$ cat src/sv/dmdts_pkg.sv
// Shared types and constants for the dual motor drive test sequencer.
// Request/result payload structs, opcodes, register indexes, test step codes.
`timescale 1ns / 1ps

package dmdts_pkg;

  localparam int PWM_BITS_DEF = 8;
  localparam int CFG_IDX_W    = 3;
  localparam int CFG_DATA_W   = 16;

  typedef enum logic [1:0] {
    OP_TICK  = 2'd0,
    OP_SET   = 2'd1,
    OP_STOP  = 2'd2,
    OP_START = 2'd3
  } op_t;

  typedef enum logic [CFG_IDX_W-1:0] {
    CFG_SCALE_A    = 3'd0,
    CFG_SCALE_B    = 3'd1,
    CFG_RUN_TIME   = 3'd2,
    CFG_HALT_TIME  = 3'd3,
    CFG_PAUSE_TIME = 3'd4,
    CFG_MAX_LEVEL  = 3'd5,
    CFG_MID_LEVEL  = 3'd6,
    CFG_UNUSED     = 3'd7
  } cfg_idx_t;

  localparam logic [3:0] STEP_IDLE   = 4'd0;
  localparam logic [3:0] STEP_B_FWD  = 4'd1;
  localparam logic [3:0] STEP_B_STP1 = 4'd2;
  localparam logic [3:0] STEP_B_REV  = 4'd3;
  localparam logic [3:0] STEP_B_STP2 = 4'd4;
  localparam logic [3:0] STEP_A_FWD  = 4'd5;
  localparam logic [3:0] STEP_A_STP1 = 4'd6;
  localparam logic [3:0] STEP_A_REV  = 4'd7;
  localparam logic [3:0] STEP_A_STP2 = 4'd8;
  localparam logic [3:0] STEP_PAUSE  = 4'd9;

  typedef struct packed {
    op_t                op;
    logic signed [15:0] speed_a;
    logic signed [15:0] speed_b;
    logic               brake;
  } in_req_t;

  typedef struct packed {
    logic       in1_a;
    logic       in2_a;
    logic       in1_b;
    logic       in2_b;
    logic [7:0] duty_a;
    logic [7:0] duty_b;
    logic       test_running;
    logic [3:0] test_step;
  } out_res_t;

endpackage

$ cat src/sv/dual_motor_drive_test_sequencer_unit.sv
// Top level of the dual motor drive test sequencer.
// Depends on dmdts_pkg for payload structs, opcodes and step codes.
`timescale 1ns / 1ps

// Usage:
//   in_valid/in_data/in_stall carries one request per accepted cycle: a 1 ms
//   tick, a set-speed, a stop (brake or coast) or a test start.
//   out_valid/out_data/out_stall returns one result per request: bridge pin
//   levels, PWM duties, test running flag and current test step.
//   cfg_we/cfg_idx/cfg_wdata writes the scale, timing and level registers;
//   write only while no request is in flight.
// Path: a request is taken into the input register, then its result into the result register.
// Throughput: one request per cycle while the receiver does not stall; the state update is a single registered
//   pass through two 17x9 scale multipliers and the step timer compare.
// The receiver may stall: the result register holds, and the input register
//   keeps taking requests while the result register is free or being taken.
// Reset (synchronous, rst_n low): test idle at step 0, all pins low, duties
//   0, scales 256, all times and levels 0, both channels empty.
module dual_motor_drive_test_sequencer_unit #(
  parameter int PWM_BITS = dmdts_pkg::PWM_BITS_DEF
) (
  input  logic                                 clk,
  input  logic                                 rst_n,
  input  logic                                 in_valid,
  input  dmdts_pkg::in_req_t                   in_data,
  output logic                                 in_stall,
  output logic                                 out_valid,
  output dmdts_pkg::out_res_t                  out_data,
  input  logic                                 out_stall,
  input  logic                                 cfg_we,
  input  dmdts_pkg::cfg_idx_t                  cfg_idx,
  input  logic [dmdts_pkg::CFG_DATA_W-1:0]     cfg_wdata
);
  import dmdts_pkg::*;

  localparam logic [17:0] PwmMax = 18'((64'd1 << PWM_BITS) - 64'd1);

  // configuration
  logic [8:0]  scale_a_r, scale_b_r;
  logic [15:0] run_time_r, halt_time_r, pause_time_r;
  logic [7:0]  max_level_r, mid_level_r;

  // sequencer and bridge state
  logic [3:0]  step_r, step_nxt;
  logic [15:0] elapsed_r, elapsed_nxt;
  logic        pending_r, pending_nxt;
  logic        active_r, active_nxt;
  logic [3:0]  pins_r, pins_nxt;     // bit0 in1_a, bit1 in2_a, bit2 in1_b, bit3 in2_b
  logic [7:0]  duty_a_r, duty_a_nxt;
  logic [7:0]  duty_b_r, duty_b_nxt;

  // pipeline
  logic      in_valid_r;
  in_req_t   in_data_r;
  logic      out_valid_r;
  out_res_t  out_data_r, out_data_nxt;
  logic      advance;

  // datapath
  logic signed [15:0] spd_a, spd_b, lvl_a, lvl_b, fwd_lvl, rev_lvl;
  logic        drv_a, drv_b, entry;
  logic [17:0] mag_a, mag_b;
  logic        neg_a, neg_b;
  logic [15:0] elapsed_inc, dur;

  function automatic logic [17:0] sat_mag(input logic signed [15:0] spd,
                                          input logic [8:0] scale);
    logic [16:0] mag;
    logic [25:0] prod;
    mag  = spd[15] ? 17'(-$signed({spd[15], spd})) : 17'(spd);
    prod = 26'(mag) * 26'(scale);
    return (prod[25:8] > PwmMax) ? PwmMax : prod[25:8];
  endfunction

  // {in2, in1}
  function automatic logic [1:0] pin_code(input logic [17:0] mag, input logic neg);
    if (mag == '0) return 2'b00;
    return neg ? 2'b01 : 2'b10;
  endfunction

  assign advance   = in_valid_r && (!out_valid_r || !out_stall);
  assign in_stall  = in_valid_r && !advance;
  assign out_valid = out_valid_r;
  assign out_data  = out_data_r;

  always_ff @(posedge clk) begin
    if (!rst_n) begin
      scale_a_r    <= 9'd256;
      scale_b_r    <= 9'd256;
      run_time_r   <= '0;
      halt_time_r  <= '0;
      pause_time_r <= '0;
      max_level_r  <= '0;
      mid_level_r  <= '0;
    end else if (cfg_we) begin
      unique case (cfg_idx)
        CFG_SCALE_A:    scale_a_r    <= cfg_wdata[8:0];
        CFG_SCALE_B:    scale_b_r    <= cfg_wdata[8:0];
        CFG_RUN_TIME:   run_time_r   <= cfg_wdata;
        CFG_HALT_TIME:  halt_time_r  <= cfg_wdata;
        CFG_PAUSE_TIME: pause_time_r <= cfg_wdata;
        CFG_MAX_LEVEL:  max_level_r  <= cfg_wdata[7:0];
        CFG_MID_LEVEL:  mid_level_r  <= cfg_wdata[7:0];
        default: ;
      endcase
    end
  end

  assign fwd_lvl     = $signed({8'd0, max_level_r});
  assign rev_lvl     = 16'(-$signed({8'd0, mid_level_r}));
  assign entry       = (in_data_r.op == OP_TICK) && active_r && pending_r;
  assign elapsed_inc = (elapsed_r == 16'hFFFF) ? elapsed_r : elapsed_r + 16'd1;

  always_comb begin
    lvl_a = '0;
    lvl_b = '0;
    unique case (step_r)
      STEP_B_FWD: lvl_b = fwd_lvl;
      STEP_B_REV: lvl_b = rev_lvl;
      STEP_A_FWD: lvl_a = fwd_lvl;
      STEP_A_REV: lvl_a = rev_lvl;
      default: ;
    endcase
  end

  // pause step is odd too, so it has to win over the run time
  always_comb begin
    priority case (1'b1)
      step_r == STEP_PAUSE: dur = pause_time_r;
      step_r[0]:            dur = run_time_r;
      default:              dur = halt_time_r;
    endcase
  end

  // speed source shared between set-speed requests and test step entries
  assign spd_a = (in_data_r.op == OP_SET) ? in_data_r.speed_a : lvl_a;
  assign spd_b = (in_data_r.op == OP_SET) ? in_data_r.speed_b : lvl_b;
  assign drv_a = (in_data_r.op == OP_SET) ||
                 (entry && step_r >= STEP_A_FWD && step_r <= STEP_A_STP2);
  assign drv_b = (in_data_r.op == OP_SET) ||
                 (entry && step_r >= STEP_B_FWD && step_r <= STEP_B_STP2);
  assign mag_a = sat_mag(spd_a, scale_a_r);
  assign mag_b = sat_mag(spd_b, scale_b_r);
  assign neg_a = !spd_a[15];    // motor A polarity is inverted
  assign neg_b = spd_b[15];

  always_comb begin
    step_nxt    = step_r;
    elapsed_nxt = elapsed_r;
    pending_nxt = pending_r;
    active_nxt  = active_r;
    pins_nxt    = pins_r;
    duty_a_nxt  = duty_a_r;
    duty_b_nxt  = duty_b_r;
    if (drv_a) begin
      pins_nxt[1:0] = pin_code(mag_a, neg_a);
      duty_a_nxt    = mag_a[7:0];
    end
    if (drv_b) begin
      pins_nxt[3:2] = pin_code(mag_b, neg_b);
      duty_b_nxt    = mag_b[7:0];
    end
    unique case (in_data_r.op)
      OP_TICK: begin
        if (active_r) begin
          pending_nxt = 1'b0;
          if (elapsed_inc >= dur) begin
            step_nxt    = (step_r == STEP_PAUSE) ? STEP_B_FWD : step_r + 4'd1;
            elapsed_nxt = '0;
            pending_nxt = 1'b1;
          end else begin
            elapsed_nxt = elapsed_inc;
          end
        end
      end
      OP_SET: ;
      OP_STOP: begin
        pins_nxt   = in_data_r.brake ? 4'hF : 4'h0;
        duty_a_nxt = '0;
        duty_b_nxt = '0;
      end
      OP_START: begin
        active_nxt  = 1'b1;
        step_nxt    = STEP_B_FWD;
        elapsed_nxt = '0;
        pending_nxt = 1'b1;
      end
      default: ;
    endcase

    out_data_nxt.in1_a        = pins_nxt[0];
    out_data_nxt.in2_a        = pins_nxt[1];
    out_data_nxt.in1_b        = pins_nxt[2];
    out_data_nxt.in2_b        = pins_nxt[3];
    out_data_nxt.duty_a       = duty_a_nxt;
    out_data_nxt.duty_b       = duty_b_nxt;
    out_data_nxt.test_running = active_nxt;
    out_data_nxt.test_step    = step_nxt;
  end

  always_ff @(posedge clk) begin
    if (!rst_n) begin
      in_valid_r  <= 1'b0;
      out_valid_r <= 1'b0;
      step_r      <= STEP_IDLE;
      elapsed_r   <= '0;
      pending_r   <= 1'b0;
      active_r    <= 1'b0;
      pins_r      <= '0;
      duty_a_r    <= '0;
      duty_b_r    <= '0;
    end else begin
      if (!in_stall) begin
        in_valid_r <= in_valid;
      end
      if (advance) begin
        out_valid_r <= 1'b1;
        step_r      <= step_nxt;
        elapsed_r   <= elapsed_nxt;
        pending_r   <= pending_nxt;
        active_r    <= active_nxt;
        pins_r      <= pins_nxt;
        duty_a_r    <= duty_a_nxt;
        duty_b_r    <= duty_b_nxt;
      end else if (!out_stall) begin
        out_valid_r <= 1'b0;
      end
    end
  end

  always_ff @(posedge clk) begin
    if (!in_stall && in_valid) begin
      in_data_r <= in_data;
    end
    if (advance) begin
      out_data_r <= out_data_nxt;
    end
  end

endmodule

$ cat config.mk
export PLATFORM = sky130hd
export DESIGN_NAME = dual_motor_drive_test_sequencer_unit
export DESIGN_NICKNAME = d
export VERILOG_FILES = /design/src/sv/dmdts_pkg.sv /design/src/sv/dual_motor_drive_test_sequencer_unit.sv
export SDC_FILE = /design/constraint.sdc
export NUM_CORES = 1
export LEC_CHECK = 0
export ABC_CLOCK_PERIOD_IN_PS = 9060
export BUFFER_PORTS_ARGS = -buffer_cell sky130_fd_sc_hd__buf_2
export CAP_MARGIN = 15
export CORE_MARGIN = 2
export CORE_UTILIZATION = 56
export DETAILED_ROUTE_END_ITERATION = 10
export PLACE_DENSITY = 0.72
export SETUP_SLACK_MARGIN = 0.02
export SLEW_MARGIN = 15
export SYNTH_ARGS = -nofsm -noshare
export SYNTH_HDL_FRONTEND = slang
export SYNTH_SLANG_ARGS = --single-unit
export TNS_END_PERCENT = 50
$ cat constraint.sdc
create_clock -name clk -period 9.06 [get_ports clk]
set_clock_uncertainty 0.2 [all_clocks]
set_input_delay 0 -clock clk [delete_from_list [all_inputs] [get_ports clk]]
set_output_delay 0 -clock clk [all_outputs]
set_load 0.005 [all_outputs]
==> results.sh <==
export IMPL_power_density_nw_per_um2=104
export IMPL_hold_ws_ns=0.0507
export IMPL_cts_tree="done"
export IMPL_endpoint_kind="register"
export IMPL_setup_violations_final=0
export IMPL_path_class="register to register"
export IMPL_synth_seq_area_share_pct=22.4
export IMPL_ys_warn_count=0
export IMPL_synth_top_area_share_pct=21.8
export IMPL_die_h_um=190
export IMPL_path_max_fanout=9
export IMPL_tns_ns=0
export IMPL_combPwrFrac_pct=25.6
export IMPL_cts_sinks=186
export IMPL_ant_nets=0
export IMPL_cp_slowest_cell="fa_1"
export IMPL_slew_violations=0
export IMPL_syn_avg_cell_area_um2=8.50
export IMPL_insertion_delay_ns=0.47
export IMPL_overflow=0
export IMPL_p_leak_nw=9.89
export IMPL_start_util_pct=56.4
export IMPL_clk_pin_slew_ns=0.07
export IMPL_rows=68
export IMPL_cts_root_buf="clkbuf_16"
export IMPL_hold_path_class="input pin to register"
export IMPL_die_x_um=190
export IMPL_avgRoutedWirePerCell_um=18.2
export IMPL_drive_above_1_share_pct=9.90
export IMPL_grt_pass1_vias=16700
export IMPL_period_minus_slack_ns=8.62
export IMPL_num_fill_cells=2927
export IMPL_viasPerCell=5.82
export IMPL_hold_viol_final=0
export IMPL_diodes=0
export IMPL_antenna_found_initial=0
export IMPL_place_gp_congestion=0.931
export IMPL_crit_required_ns=9.06
export IMPL_timing_rr_start="in_data_r[34]"
export IMPL_grt_usage_pct=29.9
export IMPL_synth_ff_type="dfxtp_1"
export IMPL_htreeDepth=4
export IMPL_critPathLaunchType="register"
export IMPL_power_internal_mw=1.53
export IMPL_dieArea_um2=36000
export IMPL_synth_cell_types=99
export IMPL_rsz0062_at_grt="true"
export IMPL_irDropWorstVdd_mv=0.147
export IMPL_maxCapViolCount=0
export IMPL_synthArstFlopShare_pct=0
export IMPL_max_slew_margin_rel_pct=20.7
export IMPL_drc_errors=0
export IMPL_worst_slew_pin_slew_ns=1.19
export IMPL_grt_max_degree=105
export IMPL_seqPwrFrac_pct=40.5
export IMPL_netlist_instances=2273
export IMPL_cts_made_buffers=17
export IMPL_dpl_hpwl_um=40000
export IMPL_clock_power_share_pct=33.8
export IMPL_num_vias=16900
export IMPL_min_from="in_data[7]"
export IMPL_fmax_mhz=116
export IMPL_netSwitchingFraction_pct=32.4
export IMPL_grt_pass1_wl_um=85500
export IMPL_netlist_area_um2=19300
export IMPL_synth_seq_cells=186
export IMPL_worst_setup_path_startpoint="in_data_r[34]"
export IMPL_dr_pass1_iters=6
export IMPL_yosys_area_top_type="fa_1"
export IMPL_cts_buffer_depth=2
export IMPL_fin_nets=2810
export IMPL_netSwitchingPower_mw=0.735
export IMPL_wl_um=52700
export IMPL_netlist_top_cells_area="fa_1, dfxtp_1, edfxtp_1"
export IMPL_numPortBuffers=85
export IMPL_area_growth_pct=13.0
export IMPL_core_area_um2=34300
export IMPL_synth_edff_count=60
export IMPL_status="finished, final reports clean"
export IMPL_r2r_slack_ns=0.44
export IMPL_max_stage_delay_ns=0.53
export IMPL_fin_crit_sh_pct=95.1
export IMPL_num_io_pins=86
export IMPL_cp_arrival_ns=8.62
export IMPL_drtIter0Drc=1442
-- kinds of logic (layout without fill, tap and decap cells) --
family	count (synthesis)	in the layout	synth area share, %
simple gates	887	887	23.0
compound gates	432	432	14.5
xor+xnor	63	64	2.85
other cells	2	18	0.0389
fa+ha+maj	319	319	28.8
mux	25	25	1.33
flops	186	186	22.4
buf+inv	359	514	7.09
-- metal layers --
metal,track usage (%),vias to the layer above,wire length (µm)
met5,0,-,0
met4,9.21,0,1280
met3,4.33,93,3710
met2,48.3,657,24600
met1,41.9,8257,23000
li1,-,7871,-
-- critical path, delay by kind of cell (launching register included) --
kind / cells / cell delay [ns]
buffers and inverters: 5 / 0.37
XOR/XNOR: 1 / 0.19
AND/OR/NAND/NOR: 11 / 2.72
adder cells (fa/ha/maj): 7 / 2.72
flip-flops: 1 / 0.42
AO/OA/AOI/OAI: 8 / 1.72
-- final timing paths --
check / cells past startpoint / endpoint
min: 2 / in_data_r[7]
min reg2reg: 2 / duty_b_r[0]
max: 32 / out_data[21]
max reg2reg: 32 / out_data[21]
-- cell type report --
cell class	count	area, µm²	share of cell area [%]
clock buffers	19	433	1.98
clock inverters	13	141	0.647
inverters	268	1010	4.63
multi-input cells	1745	13800	63.3
flip-flops and latches	186	4320	19.8
well taps	455	569	2.61
repair buffers	214	1550	7.09
-- state kept, by name (all words and copies together), names as in the netlist, 4 cells and up --
| register | cells |
|---|---|
| step_r | 4 |
| halt_time_r | 16 |
| out_data | 25 |
| run_time_r | 16 |
| max_level_r | 8 |
| scale_b_r | 9 |
| duty_a_r | 8 |
| mid_level_r | 8 |
| pins_r | 4 |
| elapsed_r | 16 |
| in_data_r | 35 |
| pause_time_r | 16 |
| scale_a_r | 9 |
| duty_b_r | 8 |
-- stage by stage --
| stage | power (mW) | setup slack (ns) | instances | area (µm²) | util, % |
|---|---|---|---|---|---|
| floorplan | 1.30 | 0.805 | 2289 | 19400 | - |
| CTS | 2.26 | 0.0740 | 2892 | 21700 | 63.3 |
| global route | 2.37 | 0.00756 | 2900 | 21800 | 63.7 |
| global placement | 1.47 | 0.515 | 2796 | 20500 | 59.7 |
| finish | 2.27 | 0.442 | 2900 | 21800 | 63.7 |
| detailed placement | 1.48 | 0.239 | 2798 | 20500 | 59.8 |
-- cell usage in the layout, fill, tap and decap left out, types with 8 or more instances in the layout --
cell type,Yosys,layout
xor2_1,25,24
a22oi_1,17,17
dfxtp_1,126,126
a211oi_1,11,11
ha_1,109,108
nand4_1,14,14
o21ai_0,56,54
or3_1,14,14
buf_4,1,67
buf_2,6,85
conb_1,2,18
nor2b_1,35,34
clkbuf_16,0,17
and3_1,30,30
fa_1,210,210
dlygate4sd3_1,0,62
a31oi_1,21,19
o31ai_1,9,8
o21a_1,8,8
edfxtp_1,60,60
nand2b_1,31,31
a21oi_1,181,179
xnor2_1,38,36
nor2_1,120,119
nand2_1,333,333
a311oi_1,8,8
and2_1,174,174
inv_1,266,265
mux2i_1,20,20
nor3_1,31,27
nand3_1,51,51
a21o_1,28,28
-- power groups by stage --
stage | sequential, mW | combinational, mW | clock [mW]
floorplan | 0.921 | 0.379 | 0
global placement | 0.936 | 0.531 | 0
detailed placement | 0.936 | 0.541 | 0
CTS | 0.917 | 0.566 | 0.773
global route | 0.921 | 0.645 | 0.803
finish | 0.919 | 0.581 | 0.767
-- cells in the mapped netlist (7+ instances only) --
cell,instances
a211oi_1,11
a21o_1,28
a21oi_1,181
a22oi_1,17
a311oi_1,8
a31oi_1,21
and2_1,174
and3_1,30
clkbuf_1,77
dfxtp_1,126
edfxtp_1,60
fa_1,210
ha_1,109
inv_1,266
mux2i_1,20
nand2_1,333
nand2b_1,31
nand3_1,51
nand3b_1,7
nand4_1,14
nor2_1,120
nor2b_1,35
nor3_1,31
nor4_1,7
o211ai_1,7
o21a_1,8
o21ai_0,56
o31ai_1,9
or3_1,14
or4_1,7
xnor2_1,38
xor2_1,25
-- repair_timing --
item / CTS / global route
hold buffers: 62 / 0
endpoints found under the setup margin: 0 / 39
gates resized for setup: 0 / 21
buffers inserted: 0 / 7
hold endpoints to repair: 167 / 0
Note: power is estimated with default switching activity, not from simulation.
